<file path="src/design/assert_macros.svh">
// Assertion helpers shared by the RTL
`ifndef ASSERT_MACROS_SVH
`define ASSERT_MACROS_SVH

// property that must hold at every clock edge out of reset
`define ASSERT_HOLDS(lbl, ck, rn, prop, msg) \
	lbl: assert property (@(posedge ck) disable iff (!rn) (prop)) else $error(msg);

// antecedent on this edge implies consequent on the next
`define ASSERT_NEXT(lbl, ck, rn, ante, cons, msg) \
	lbl: assert property (@(posedge ck) disable iff (!rn) (ante) |=> (cons)) else $error(msg);

`endif

</file>
<file path="src/design/vpsi_pkg.sv">
`timescale 1ns / 1ps
`default_nettype none

package vpsi_pkg;

	localparam int DEF_MAX_X = 64;
	localparam int DEF_MAX_Y = 64;
	localparam int DEF_MAX_Z = 64;

	localparam int DATA_W = 32;
	localparam int DIM_W = 7;
	localparam int APB_AW = 4;

	localparam logic [1:0] REG_DIM_X = 2'd0;
	localparam logic [1:0] REG_DIM_Y = 2'd1;
	localparam logic [1:0] REG_DIM_Z = 2'd2;

	typedef struct packed {
		logic has_x;
		logic has_y;
		logic has_z;
		logic last;
		logic sel;
	} flags_t;

endpackage

`default_nettype wire

</file>
<file path="src/design/vpsi_seq.sv">
`timescale 1ns / 1ps
`default_nettype none

`include "assert_macros.svh"

module vpsi_seq #(
	parameter int MAX_X = vpsi_pkg::DEF_MAX_X,
	parameter int MAX_Y = vpsi_pkg::DEF_MAX_Y,
	parameter int MAX_Z = vpsi_pkg::DEF_MAX_Z,
	localparam int AW = (MAX_Y * MAX_Z > 1) ? $clog2(MAX_Y * MAX_Z) : 1
) (
	input  wire logic                        clk,
	input  wire logic                        arst_n,
	input  wire logic                        psel,
	input  wire logic                        penable,
	input  wire logic                        pwrite,
	input  wire logic [vpsi_pkg::APB_AW-1:0] paddr,
	input  wire logic [vpsi_pkg::DATA_W-1:0] pwdata,
	output logic      [vpsi_pkg::DATA_W-1:0] prdata,
	output logic                             pready,
	input  wire logic                        advance,
	output logic      [AW-1:0]               addr_cur,
	output logic      [AW-1:0]               addr_up,
	output vpsi_pkg::flags_t                 flags
);

	localparam int XPW = (MAX_X > 1) ? $clog2(MAX_X) : 1;
	localparam int YPW = (MAX_Y > 1) ? $clog2(MAX_Y) : 1;
	localparam int ZPW = (MAX_Z > 1) ? $clog2(MAX_Z) : 1;
	localparam int XEW = $clog2(MAX_X + 1);
	localparam int YEW = $clog2(MAX_Y + 1);
	localparam int ZEW = $clog2(MAX_Z + 1);

	logic [vpsi_pkg::DIM_W-1:0] dim_x_q, dim_y_q, dim_z_q;
	logic [XPW-1:0] pos_x_q;
	logic [YPW-1:0] pos_y_q;
	logic [ZPW-1:0] pos_z_q;
	logic plane_sel_q;
	logic [XEW-1:0] eff_x;
	logic [YEW-1:0] eff_y;
	logic [ZEW-1:0] eff_z;
	logic last_x, last_y, last_z;
	logic cfg_wr;

	assign pready = 1'b1;
	assign cfg_wr = psel && penable && pwrite;

	always_comb begin
		if (dim_x_q == '0) eff_x = XEW'(1);
		else if (32'(dim_x_q) > MAX_X) eff_x = XEW'(MAX_X);
		else eff_x = XEW'(dim_x_q);
		if (dim_y_q == '0) eff_y = YEW'(1);
		else if (32'(dim_y_q) > MAX_Y) eff_y = YEW'(MAX_Y);
		else eff_y = YEW'(dim_y_q);
		if (dim_z_q == '0) eff_z = ZEW'(1);
		else if (32'(dim_z_q) > MAX_Z) eff_z = ZEW'(MAX_Z);
		else eff_z = ZEW'(dim_z_q);
	end

	assign last_x = (XEW'(pos_x_q) == eff_x - XEW'(1));
	assign last_y = (YEW'(pos_y_q) == eff_y - YEW'(1));
	assign last_z = (ZEW'(pos_z_q) == eff_z - ZEW'(1));

	always_comb begin
		case (paddr[3:2])
			vpsi_pkg::REG_DIM_X: prdata = vpsi_pkg::DATA_W'(dim_x_q);
			vpsi_pkg::REG_DIM_Y: prdata = vpsi_pkg::DATA_W'(dim_y_q);
			vpsi_pkg::REG_DIM_Z: prdata = vpsi_pkg::DATA_W'(dim_z_q);
			default: prdata = '0;
		endcase
	end

	always_ff @(posedge clk or negedge arst_n) begin
		if (!arst_n) begin
			dim_x_q <= vpsi_pkg::DIM_W'(1);
			dim_y_q <= vpsi_pkg::DIM_W'(1);
			dim_z_q <= vpsi_pkg::DIM_W'(1);
			pos_x_q <= '0;
			pos_y_q <= '0;
			pos_z_q <= '0;
			plane_sel_q <= 1'b0;
		end else if (cfg_wr) begin
			case (paddr[3:2])
				vpsi_pkg::REG_DIM_X: dim_x_q <= pwdata[vpsi_pkg::DIM_W-1:0];
				vpsi_pkg::REG_DIM_Y: dim_y_q <= pwdata[vpsi_pkg::DIM_W-1:0];
				vpsi_pkg::REG_DIM_Z: dim_z_q <= pwdata[vpsi_pkg::DIM_W-1:0];
				default: ;
			endcase
			if (paddr[3:2] == vpsi_pkg::REG_DIM_X || paddr[3:2] == vpsi_pkg::REG_DIM_Y ||
				paddr[3:2] == vpsi_pkg::REG_DIM_Z) begin
				pos_x_q <= '0;
				pos_y_q <= '0;
				pos_z_q <= '0;
				plane_sel_q <= 1'b0;
			end
		end else if (advance) begin
			if (!last_z) begin
				pos_z_q <= pos_z_q + ZPW'(1);
			end else begin
				pos_z_q <= '0;
				if (!last_y) begin
					pos_y_q <= pos_y_q + YPW'(1);
				end else begin
					pos_y_q <= '0;
					if (!last_x) begin
						pos_x_q <= pos_x_q + XPW'(1);
						plane_sel_q <= !plane_sel_q;
					end else begin
						pos_x_q <= '0;
						plane_sel_q <= 1'b0;
					end
				end
			end
		end
	end

	assign addr_cur = AW'(pos_y_q) * AW'(MAX_Z) + AW'(pos_z_q);
	assign addr_up = addr_cur - AW'(MAX_Z);

	assign flags.has_x = (pos_x_q != '0);
	assign flags.has_y = (pos_y_q != '0);
	assign flags.has_z = (pos_z_q != '0);
	assign flags.last = last_x && last_y && last_z;
	assign flags.sel = plane_sel_q;

	`ASSERT_HOLDS(a_z_in_row, clk, arst_n, ZEW'(pos_z_q) < eff_z, "z position past row end")
	`ASSERT_NEXT(a_restart, clk, arst_n, advance && flags.last && !cfg_wr,
		pos_x_q == '0 && pos_y_q == '0 && pos_z_q == '0 && !plane_sel_q,
		"counters did not restart after volume end")

endmodule

`default_nettype wire

</file>
<file path="config.mk">
export PLATFORM = sky130hd
export DESIGN_NAME = vpsi_seq
export DESIGN_NICKNAME = d
export VERILOG_FILES = /design/src/design/vpsi_pkg.sv /design/src/design/vpsi_seq.sv
export VERILOG_INCLUDE_DIRS = /design/src /design/src/design
export SDC_FILE = /design/constraint.sdc
export NUM_CORES = 1
export LEC_CHECK = 0
export ABC_CLOCK_PERIOD_IN_PS = 4500
export BUFFER_PORTS_ARGS = -buffer_cell sky130_fd_sc_hd__buf_4
export CAP_MARGIN = 15
export CORE_MARGIN = 4
export CORE_UTILIZATION = 30
export CTS_CLUSTER_SIZE = 12
export DETAILED_ROUTE_END_ITERATION = 10
export MAX_ROUTING_LAYER = met4
export PLACE_DENSITY_LB_ADDON = 0.05
export SLEW_MARGIN = 20
export SYNTH_ARGS = -nofsm -noshare
export SYNTH_HDL_FRONTEND = slang
export SYNTH_SLANG_ARGS = --single-unit
</file>
<file path="constraint.sdc">
create_clock -name clk -period 4.5 [get_ports clk]
set_input_delay 0 -clock clk [delete_from_list [all_inputs] [get_ports clk]]
set_output_delay 0 -clock clk [all_outputs]
set_load 0.01 [all_outputs]
</file>
==> out/results.ini <==
[sta]
rsz0062_at_grt = false
slew_viol_final = 0
slew_headroom_pct = 34.3
setup_violations = 0
max_freq_mhz = 256
clock-skew-final_ns = 0.00907
finalHoldViolCount = 0
period_needed_ns = 3.91
max_slew.worst_pin.slew_ns = 0.986
fin_tns_setup_ns = 0
finalCritPeriodShare_pct = 87.0

[layout]
layout-drive-gt1-share_pct = 25.4
mostFrequentLayoutCells = buf_4, dfrtp_1, nand2_1, conb_1, o21ai_0
multiInputGateArea_um2 = 1990
fillers = 1126
final_common_cell = buf_4
area_delta_synth_final_pct = 14.4
antenna_cells = 0
regArea_um2 = 1000
nets = 468

[routing]
first_pass_iters = 5
num_vias = 2816
route.detailed.drc = 0
wl_per_cell_um = 15.8
drt_iter0_markers = 159
totalWireLength_um = 8800
ant_nets = 0
via_per_inst = 5.06

[setup_path]
cp.arrival_ns = 3.91
cp_data_required_time_ns = 4.50
max_stage_delay_ns = 0.50
critPathMaxFanout = 9
cp_cell_sequence = nor4_1 > a21oi_1 > or2_2 > ha_1 > nor3b_2 > xnor2_1 > or4_1 > a221o_2 > a311o_1 > nor3_1 > buf_4
critPathBufInv = 1
cp_top_family = simple AND/OR/NAND/NOR gates
start_kind = flop
slowest_stage = dfrtp_1
path_class = flop to output port
endpoint_kind = output port

[synth]
synth.distinct_cells = 77
syn_inst = 385
async_flop_share_pct = 100
ys_seq_area_share_pct = 29.6
synth-seq-cells = 40
synth_area_per_cell_um2 = 8.82
synth_area_um2 = 3400
ys_warn_count = 0
synthFlopType = dfrtp_1
synth_edf_count = 0

[floorplan]
die_w_um = 114
io_pins = 104
initial_utilization_pct = 30.9
die_area_um2 = 13100
rows = 38
core_um2 = 11000
die_y_um = 114

[clock_network]
h-tree-depth = 2
cts_tree = built
clk_pin_slew_ns = 0.07
cts_buffers = 5
clkLatencyLatePin_ns = 0.28
ctsLongestPathBuffers = 2
cts-root-buf = clkbuf_16
clock-sinks = 40

[placed_design]
portBuffers = 50
hpwl_um = 6520
gp_congestion = 0.818

[grt]
grt_max_degree = 41
grt_overflow = 0
grt_first_pass_wirelength_um = 14100
antenna_found_initial = 0
grt_pass1_vias = 2492
grt_usage_pct = 13.9

[run]
maxCapViolCount = 0

[power_and_ir_drop]
p_total_mw = 2.06
p_per_area_nw_per_um2 = 529
ir_worst_vdd_mv = 0.240
leakagePower_nw = 1.66

[worst_hold_path]
hp-class = primary input to flop

[run_status]
status = complete, no violations

-- cells in the mapped netlist, types with 11 or more instances --
cell type | count | area, µm²
dfrtp_1 | 37 | 926
nor3_1 | 11 | 55.1
buf_4 | 35 | 263
inv_1 | 21 | 78.8
xnor2_1 | 13 | 114
a21oi_1 | 16 | 80.1
clkbuf_1 | 13 | 48.8
o21ai_0 | 25 | 125
mux2_2 | 19 | 214
nand3_1 | 15 | 75.1
nand2_1 | 30 | 113
-- flip-flops by register name (all words and copies together) (netlist names) --
name         cells
dim_z_q          7
dim_y_q          7
plane_sel_q      1
dim_x_q          7
pos_y_q          6
pos_z_q          6
pos_x_q          6
-- worst paths after layout --
| check | end | from | slack (ns) | depth (start not counted) |
|---|---|---|---|---|
| max in group asynchronous | dim_z_q[0] | arst_n | 3.87 | 2 |
| max reg2reg | pos_x_q[3] | dim_x_q[2] | 0.60 | 11 |
| min reg2reg | plane_sel_q | plane_sel_q | 0.48 | 1 |
| max | flags[1] | dim_x_q[2] | 0.59 | 11 |
| min in group asynchronous | pos_x_q[2] | arst_n | 0.25 | 2 |
| min | pos_z_q[5] | advance | 0.16 | 4 |
-- per-layer routing --
| layer | up-vias | track usage [%] | share of wire (%) |
|---|---|---|---|
| met5 | - | - | 0 |
| met4 | 0 | 3.33 | 0.94 |
| met3 | 4 | 2.01 | 4.1 |
| met2 | 76 | 19.6 | 44 |
| met1 | 1360 | 20.9 | 51 |
| li1 | 1376 | - | - |
-- cell families after synthesis --
group | Yosys count | share of synthesized area, %
compound gates | 93 | 20.0
buf+inv | 80 | 14.5
other cells | 2 | 0.221
flops | 40 | 29.6
mux | 26 | 8.36
fa+ha+maj | 10 | 3.68
xor+xnor | 17 | 4.38
simple gates | 117 | 19.3
-- final cells by class --
type	instances	area share, %
clock inverters	2	0.998
clock buffers	6	3.57
inverters	21	2.03
multi-input cells	289	51.1
repair buffers	59	11.9
well taps	140	4.51
flip-flops and latches	40	25.8
-- stage by stage --
stage / util (%) / hold WS [ns] / setup slack [ns] / area (µm²) / cells
after detailed placement: 33.0 / 0.0381 / 0.658 / 3630 / 541
after floorplan: - / -0.296 / 1.16 / 3490 / 409
final: 35.4 / 0.165 / 0.587 / 3890 / 557
after global routing: 35.4 / 0.214 / 0.356 / 3890 / 557
after global placement: 33.0 / 0.0408 / 0.605 / 3630 / 541
after CTS: 35.4 / 0.163 / 0.603 / 3890 / 557
-- worst reg2reg max path, cell delays in order, from the launching register on --
cell and delay [ns]:
dfrtp_1 0.50, nor4_1 0.38, a21oi_1 0.14, or2_2 0.29, ha_1 0.27, nor3b_2 0.18, xnor2_1 0.16, or4_1 0.51
a221o_2 0.41, a311o_1 0.39, or4b_1 0.41, o22ai_1 0.13
-- where the power goes --
group | internal, mW | leakage (nW) | switching, mW
Clock | 0.278 | 0.0871 | 0.148
Combinational | 0.487 | 1.09 | 0.442
Sequential | 0.458 | 0.484 | 0.242
-- what timing repair did --
item / CTS / global route
gates resized for setup: 0 / 0
hold buffers: 8 / 0
hold endpoints to repair: 58 / 0
endpoints found under the setup margin: 0 / 0
buffers inserted: 0 / 0
No activity file was read; power rests on OpenSTA's default activity.
