File: src/design/assert_macros.svh
// Assertion helpers shared by the RTL
`ifndef ASSERT_MACROS_SVH
`define ASSERT_MACROS_SVH

// property that must hold at every clock edge out of reset
`define ASSERT_HOLDS(lbl, ck, rn, prop, msg) \
	lbl: assert property (@(posedge ck) disable iff (!rn) (prop)) else $error(msg);

// antecedent on this edge implies consequent on the next
`define ASSERT_NEXT(lbl, ck, rn, ante, cons, msg) \
	lbl: assert property (@(posedge ck) disable iff (!rn) (ante) |=> (cons)) else $error(msg);

`endif

File: src/design/vpsi_pkg.sv
`timescale 1ns / 1ps
`default_nettype none

package vpsi_pkg;

	localparam int DEF_MAX_X = 64;
	localparam int DEF_MAX_Y = 64;
	localparam int DEF_MAX_Z = 64;

	localparam int DATA_W = 32;
	localparam int DIM_W = 7;
	localparam int APB_AW = 4;

	localparam logic [1:0] REG_DIM_X = 2'd0;
	localparam logic [1:0] REG_DIM_Y = 2'd1;
	localparam logic [1:0] REG_DIM_Z = 2'd2;

	typedef struct packed {
		logic has_x;
		logic has_y;
		logic has_z;
		logic last;
		logic sel;
	} flags_t;

endpackage

`default_nettype wire

File: src/design/vpsi_calc.sv
`timescale 1ns / 1ps
`default_nettype none

`include "assert_macros.svh"

module vpsi_calc (
	input  wire logic                              clk,
	input  wire logic                              arst_n,
	input  wire logic                              accept,
	input  wire logic signed [vpsi_pkg::DATA_W-1:0] cumulative_value,
	input  wire vpsi_pkg::flags_t                  flags,
	input  wire logic        [vpsi_pkg::DATA_W-1:0] rd0_a,
	input  wire logic        [vpsi_pkg::DATA_W-1:0] rd0_b,
	input  wire logic        [vpsi_pkg::DATA_W-1:0] rd1_a,
	input  wire logic        [vpsi_pkg::DATA_W-1:0] rd1_b,
	output logic                                   in_stall,
	output logic                                   out_valid,
	input  wire logic                              out_stall,
	output logic signed      [vpsi_pkg::DATA_W-1:0] element_value,
	output logic                                   volume_end
);

	logic valid_s1;
	logic [vpsi_pkg::DATA_W-1:0] c_s1;
	vpsi_pkg::flags_t flags_s1;
	logic [vpsi_pkg::DATA_W-1:0] prev_p_q;
	logic out_valid_q;
	logic [vpsi_pkg::DATA_W-1:0] elem_q;
	logic vend_q;
	logic out_free, fire_s1;
	logic [vpsi_pkg::DATA_W-1:0] up, back, backup, p, e;

	assign out_free = !out_valid_q || !out_stall;
	assign fire_s1 = valid_s1 && out_free;
	assign in_stall = valid_s1 && !out_free;

	// up from current plane, back terms from the other plane
	always_comb begin
		up = flags_s1.sel ? rd1_b : rd0_b;
		back = flags_s1.sel ? rd0_a : rd1_a;
		backup = flags_s1.sel ? rd0_b : rd1_b;
		if (!flags_s1.has_y) up = '0;
		if (!flags_s1.has_x) back = '0;
		if (!(flags_s1.has_x && flags_s1.has_y)) backup = '0;
		p = c_s1 - back - up + backup;
		e = p - (flags_s1.has_z ? prev_p_q : '0);
	end

	always_ff @(posedge clk or negedge arst_n) begin
		if (!arst_n) begin
			valid_s1 <= 1'b0;
			out_valid_q <= 1'b0;
			prev_p_q <= '0;
		end else begin
			if (accept) valid_s1 <= 1'b1;
			else if (fire_s1) valid_s1 <= 1'b0;
			if (out_free) out_valid_q <= valid_s1;
			if (fire_s1) prev_p_q <= p;
		end
	end

	always_ff @(posedge clk) begin
		if (accept) begin
			c_s1 <= cumulative_value;
			flags_s1 <= flags;
		end
		if (fire_s1) begin
			elem_q <= e;
			vend_q <= flags_s1.last;
		end
	end

	assign out_valid = out_valid_q;
	assign element_value = elem_q;
	assign volume_end = vend_q;

	`ASSERT_NEXT(a_s1_hold, clk, arst_n, valid_s1 && !out_free,
		valid_s1 && $stable(c_s1), "blocked stage lost its beat")
	`ASSERT_NEXT(a_s1_to_out, clk, arst_n, fire_s1, out_valid_q,
		"beat left stage one but output is empty")

endmodule

`default_nettype wire

File: config.mk
export PLATFORM = sky130hd
export DESIGN_NAME = vpsi_calc
export DESIGN_NICKNAME = d
export VERILOG_FILES = /design/src/design/vpsi_pkg.sv /design/src/design/vpsi_calc.sv
export VERILOG_INCLUDE_DIRS = /design/src /design/src/design
export SDC_FILE = /design/constraint.sdc
export NUM_CORES = 1
export LEC_CHECK = 0
export ABC_AREA = 1
export ABC_CLOCK_PERIOD_IN_PS = 6550
export BUFFER_PORTS_ARGS = -buffer_cell sky130_fd_sc_hd__buf_2
export CAP_MARGIN = 20
export CELL_PAD_IN_SITES_DETAIL_PLACEMENT = 1
export CELL_PAD_IN_SITES_GLOBAL_PLACEMENT = 1
export CORE_UTILIZATION = 35
export CTS_CLUSTER_DIAMETER = 80
export CTS_CLUSTER_SIZE = 40
export DETAILED_ROUTE_END_ITERATION = 10
export GPL_TIMING_DRIVEN = 0
export HOLD_SLACK_MARGIN = 0.08
export PLACE_DENSITY_LB_ADDON = 0.1
export SYNTH_ARGS = -nofsm -noshare
export SYNTH_HDL_FRONTEND = slang
export SYNTH_SLANG_ARGS = --single-unit
export TNS_END_PERCENT = 100
File: constraint.sdc
create_clock -name clk -period 6.55 [get_ports clk]
set_clock_uncertainty 0.15 [all_clocks]
set_input_delay 0.9825 -clock clk [delete_from_list [all_inputs] [get_ports clk]]
set_output_delay 0.9825 -clock clk [all_outputs]
set_load 0.01 [all_outputs]
==> summary.md, run 1 <==
| Metric | Value |
|---|---|
| Root Buffer | clkbuf_16 |
| Drt drc | 0 |
| CTS tree | built |
| Global-route wire length before repair | approximately 56 mm |
| Cell mode on critical path | nand2_1 |
| P_leak | about 6.6 nW |
| Placed instance area | ~12000 sq um |
| Antenna diodes | 0 |
| Vias in the first global route | about 11000 |
| # IOs | between 200 and 250 |
| Number of detailed-route iterations in the first pass | 5 |
| Synth area leader | edfxtp_1 |
| VDD IR max | 181 uV |
| Total CTS buffers | 9 |
| Setup_tns | 0 ns |
| Die height | 176 um |
| CTS Sinks | approximately 100 |
| Core ar. | around 30000 sq um |
| Worst stage delay on the critical path | roughly 0.51 ns |
| CTS H-tree lvls | 3 |
| PortBufs | about 200 |
| Required time worst endpoint | 6.53 ns |
| Fraction of the cycle the final worst path needs | a little over nine tenths |
| Post-Syn Nets | 1791 |
| Design area | between 10000 and 15000 sq um |
| CP Max Fanout | 10 |
| Routed Wire Length | about 35 mm |
| Clk pin slew, worst setup/hold paths | ~0.080 ns |
| Top cells by area, synth | edfxtp_1 (20%), nand2_1 (14%), fa_1 (12%) |
| Bufs and invs on worst path | 5 |
| Main flop type after synthesis | edfxtp_1 |
| Antenna violations before repair | 2 |
| DRT iter0 DRCs | between 400 and 500 |
| DR vias/cell | a little under 5 |
| Top cells by count, synth | nand2_1 (385), inv_1 (269), nor2_1 (140), a21oi_1 (115), o21ai_0 (114) |
| Clock tree buffer depth | 2 |
| Largest net degree at the start of global routing | 39 |
| Worst endpoint data arrival time | between 6 and 7 ns |
| Cell row count | 63 |
| Clock period minus worst slack | between 6 and 7 ns |
| Area growth syn-to-layout | 18.9% |
| DR WL/cell | around 17 um |
| Max cap viols | 0 |
| Hpwl dp | 29.9 mm |
| Worst-Margin Slew | between 1 and 1.5 ns |
| Total power | 7.65 mW |
| Final Util | a little over two fifths |
| Fill count | 3850 |
| Worst hold margin | 0.287 ns |
| Syn. warnings | 0 |
| Max Fclk | 161 MHz |
| # nets final | around 2000 |
| Slowest-stage cell, CP | fa_1 |
| Synth Instances | between 1000 and 1500 |
| Post-route ant nets | 0 |
| Global route overflow | 0 |
| Yosys cell types | 41 |
| Share of cells above drive strength 1 | between 10% and 20% |
| Die ar. | approximately 31000 sq um |
| Most numerous cell in the Yosys netlist | nand2_1 |
| Crit path max-delay family | adder cells |
| Slew Limit Fails | 0 |
| Power Dens Cells | 605 nW/um^2 |
| Startpoint Class | flip-flop |
| Hold Vio Cnt, Final | 0 |
| Clk Latency, worst-skew pair | 0.38 ns |
| All-Layer GR Usage | a little under a quarter |
| Post-Synthesis Cell Area | roughly 11000 sq um |
| Gp weighted congestion | between 0.8 and 0.9 |
| Die width | 176 um |
| Synth Register Bits | 104 |
| Avg Cell Area, Syn | 7.12 sq um |
| Post-synth EDFFs | 70 |
| Min-Delay Path Class | reg -> reg |
| Via count | between 10000 and 15000 |
| Sequential element share of the synthesized area | 27.7% |
| Worst setup EP type | flip-flop |
| Initial Util | between 30% and 40% |
| Ys async rst share | 32.7% |
| Final setup viols | 0 |
| Slew headroom | between 30% and 40% |
| Top-area cell type share of the netlist area | about a fifth |
| Setup Crit Path Kind | reg -> reg |
| Status | completed |
==> report_power, final <==
group          total, mW  internal [mW]  leakage (nW)  switching [mW]
Combinational       5.78           2.05          5.35            3.74
Clock              0.634          0.337         0.160           0.297
Sequential          1.24           1.15          1.09          0.0850
==> flip-flops by register name, indices dropped and copies added, names as in the netlist <==
name	cells
element_value	32
out_valid	1
prev_p_q	32
flags_s1	5
valid_s1	1
c_s1	32
volume_end	1
==> cells by family (layout without fill, tap and decap cells) <==
group,count (synthesis),in the layout,synth area share (%)
simple gates,649,649,25.4
buf+inv,311,539,11.0
compound gates,258,258,12.7
fa+ha+maj,126,126,19.3
flops,104,104,27.7
xor+xnor,48,48,3.95
==> per-layer routing <==
layer  wire [um]  track usage, %  up-vias
met1       16200            29.9     4822
met2       16700            40.4      241
met3        1470            3.14       36
li1            -               -     5188
met4        1050            8.23        0
met5           0               0        -
==> cells in the final DEF, fill, tap and decap left out, types with 12 or more instances in the layout <==
cell      Yosys  final
nand2_1     385    384
inv_1       269    268
buf_2         0    205
nor2_1      140    139
o21ai_0     114    114
a21oi_1     115    113
edfxtp_1     70     70
fa_1         63     63
ha_1         63     62
nand3_1      58     58
xor2_1       35     35
dfrtp_1      34     34
nand2_2      18     19
nand4_1      19     19
clkbuf_1     27     14
xnor2_1      13     13
clkbuf_2      0     12
==> area by class of cell <==
class | instances | area (sq um) | area share (%)
Buffer | 35 | 163 | 1.29
Clock buffer | 11 | 264 | 2.09
Clock inverter | 5 | 66.3 | 0.524
Inverter | 273 | 1030 | 8.13
Multi-Input combinational cell | 1081 | 6550 | 51.8
Sequential cell | 104 | 2950 | 23.3
Tap cell | 390 | 488 | 3.86
Timing Repair Buffer | 215 | 1140 | 9.04
==> per-stage QoR <==
stage                     std cells  setup WS [ns]
after floorplan                1496           1.01
after global placement         2089         -0.671
after detailed placement       2090         -0.714
after CTS                      2112        0.00273
after global routing           2114       -0.00759
final                          2114          0.337
==> what timing repair did <==
action / 4_1_cts / 5_1_grt
setup endpoints to repair: 14 / 7
gates resized for setup: 15 / 15
cloned: 0 / 0
pin swaps: 2 / 1
hold buffers: 0 / 0
setup buffers: 8 / 3
==> path summary, 6_finish.rpt <==
| path | from | end | slack [ns] | cells after the start |
|---|---|---|---|---|
| min in group asynchronous | arst_n | prev_p_q[30] | 0.54 | 1 |
| hold / removal | flags_s1[1] | volume_end | 0.29 | 0 |
| hold reg to reg | flags_s1[1] | volume_end | 0.29 | 0 |
| setup / recovery | flags_s1[0] | element_value[29] | 0.34 | 30 |
| max in group asynchronous | arst_n | prev_p_q[12] | 5.20 | 1 |
| setup reg to reg | flags_s1[0] | element_value[29] | 0.34 | 30 |
No activity file was read; power rests on OpenSTA's default activity.
==> run 2, diff against run 1 <==
--- a/config.mk
+++ b/config.mk
@@ -7,7 +7,7 @@
 export NUM_CORES = 1
 export LEC_CHECK = 0
 export ABC_AREA = 1
-export ABC_CLOCK_PERIOD_IN_PS = 6550
+export ABC_CLOCK_PERIOD_IN_PS = 5000
 export BUFFER_PORTS_ARGS = -buffer_cell sky130_fd_sc_hd__buf_2
 export CAP_MARGIN = 20
 export CELL_PAD_IN_SITES_DETAIL_PLACEMENT = 1
==> constraint.sdc (replaced) <==
create_clock -name clk -period 5 [get_ports clk]
set_clock_uncertainty 0.15 [all_clocks]
set_input_delay 0.75 -clock clk [delete_from_list [all_inputs] [get_ports clk]]
set_output_delay 0.75 -clock clk [all_outputs]
set_load 0.01 [all_outputs]
==> run 2 against run 1 <==
  * The flow now finishes with violations (negative setup slack)
  * Sequential cell count unchanged
  * Clock-buffer cell count decreased by 2
  * Core utilization grew 6.2 points
  * Via count grew 5.2%
  * Largest cell class unchanged
  * Highest routed layer unchanged
==> summary.md, run 2 (same netlist as run 1, synthesis figures left out) <==
| Metric | Value |
|---|---|
| Area growth syn-to-layout | 36.2% |
| Worst stage delay on the critical path | 0.50 ns |
| CTS H-tree lvls | 3 |
| # nets final | roughly 2100 |
| Final Util | about 50% |
| Antenna diodes | 0 |
| Number of detailed-route iterations in the first pass | 5 |
| CP Max Fanout | 5 |
| Hold Path Sink | volume_end |
| Clk pin slew, worst setup/hold paths | about 0.08 ns |
| DR vias/cell | just under 5 |
| Slowest-stage cell, CP | edfxtp_1 |
| Startpoint Class | flip-flop |
| RSZ-0062 raised after global routing | yes |
| Total CTS buffers | 9 |
| Share of cells above drive strength 1 | about 30% |
| Clk Latency, worst-skew pair | between 0.3 and 0.4 ns |
| DRT iter0 DRCs | 387 |
| Max Fclk | 183 MHz |
| Worst Hold Path Cells | 0 |
| Hold Vio Cnt, Final | 0 |
| Required time worst endpoint | about 5 ns |
| Die height | 176 um |
| Hold path startpoint | flags_s1[1] |
| Min-Delay Path Class | reg -> reg |
| All-Layer GR Usage | 25.6% |
| Routed Wire Length | just under 40 mm |
| Critical R2R Launch | flags_s1[0] |
| Initial Util | between 30 and 40% |
| Hpwl dp | 30.3 mm |
| Root Buffer | clkbuf_16 |
| Most common cell after layout, fill and taps aside | nand2_1 |
| Dpl ws | -1.65 ns |
| Antenna violations before repair | 0 |
| Drt drc | 0 |
| Reg2reg setup slack | -0.47 ns |
| Die ar. | a little over 30000 sq um |
| CTS Sinks | 104 |
| Cell row count | 63 |
| Hold-fix buffer count after cts | 0 |
| Clock tree buffer depth | 2 |
| Global-route wire length before repair | 61.3 mm |
| # IOs | ~200 |
| Clock period minus worst slack | roughly 5.5 ns |
| Max cap viols | 0 |
| Setup Crit Path Kind | reg -> reg |
| Die width | about 180 um |
| Status | finished with violations |
| Via count | 10800 |
| Worst R2R End | element_value[30] |
| Slew headroom | 31.6% |
| DR WL/cell | between 15 and 20 um |
| Final setup margin | -0.466 ns |
| Gp weighted congestion | between 0.9 and 1 |
| Cell mode on critical path | nand2_1 |
| Post-route ant nets | 0 |
| CTS tree | built |
| Core ar. | 29800 sq um |
| Failing checks | negative setup slack |
| Slew Limit Fails | 0 |
| Most frequent cells in the layout | nand2_1 (351), inv_1 (260), buf_2 (204), nor2_1 (122), a21oi_1 (89) |
| PortBufs | slightly above 200 |
| Largest net degree at the start of global routing | 39 |
| Worst setup EP type | flip-flop |
| Final setup viols | 18 |
| Fraction of the cycle the final worst path needs | 109% |
| Setup_tns | -4.59 ns |
| Worst-Margin Slew | just over 1 ns |
| Vias in the first global route | about 12000 |
| Worst endpoint data arrival time | about 5.5 ns |
| Worst r2r path cells | 30 |
| Global route overflow | 0 |
-- run 2: cell count changes in the layout (fill, tap and decap cells not counted), sizes merged --
cell,previous run,this run
inv,275,274
buf,223,293
clkbuf,38,35
clkinv,0,2
bufinv,1,2
-- run 2: worst max-delay path by stage --
stage / start / to / depth (start not counted)
2_1_floorplan: flags_s1[0] / element_value[29] / 29
3_3_place_gp: flags_s1[4] / element_value[29] / 27
3_5_place_dp: flags_s1[4] / element_value[29] / 31
4_1_cts: flags_s1[0] / element_value[31] / 30
5_1_grt: flags_s1[0] / element_value[25] / 31
6_report: flags_s1[0] / element_value[30] / 30
-- run 2: per-stage QoR --
step                area [sq um]  cells  hold slack, ns
detailed placement         12200   2090           0.269
finish                     14500   2183           0.290
global placement           12200   2089           0.256
floorplan                  10700   1496           0.250
CTS                        14200   2173           0.287
global route               14500   2183           0.295
-- run 2: timing repair --
item,4_1_cts,5_1_grt
setup buffers,71,10
endpoints found under the setup margin,33,23
pin swaps,46,12
gates cloned,1,0
endpoints found under the hold margin,0,0
gates resized for setup,256,51
-- run 2: critical path, delay by kind of cell, from the launching register on --
family	cells	cell delay, ns
adders and majority gates	5	1.83
and+or+nand+nor	13	1.03
buffers and inverters	8	0.97
DFF	1	0.50
AOI/OAI and AO/OA	3	0.47
xor gates and xnor gates	1	0.26
-- run 2: routing by layer --
metal | GRT usage (%) | share of wire, %
met5 | 0 | 0
met4 | 9.84 | 3.0
met3 | 3.34 | 3.9
met2 | 45.2 | 50
met1 | 31.5 | 44
-- run 2: final cells by class --
class | instances | area [sq um]
flip-flops and latches | 104 | 2950
well taps | 390 | 488
clock buffers | 9 | 225
clock inverters | 7 | 111
fillers | 3769 | 15300
plain buffers | 35 | 314
multi-input cells | 1081 | 7650
inverters | 273 | 1030
repair buffers | 284 | 1710
Power of run 2 is not shown: default switching activity piles up to over one toggle a cycle in this logic, so the estimate is an artifact.
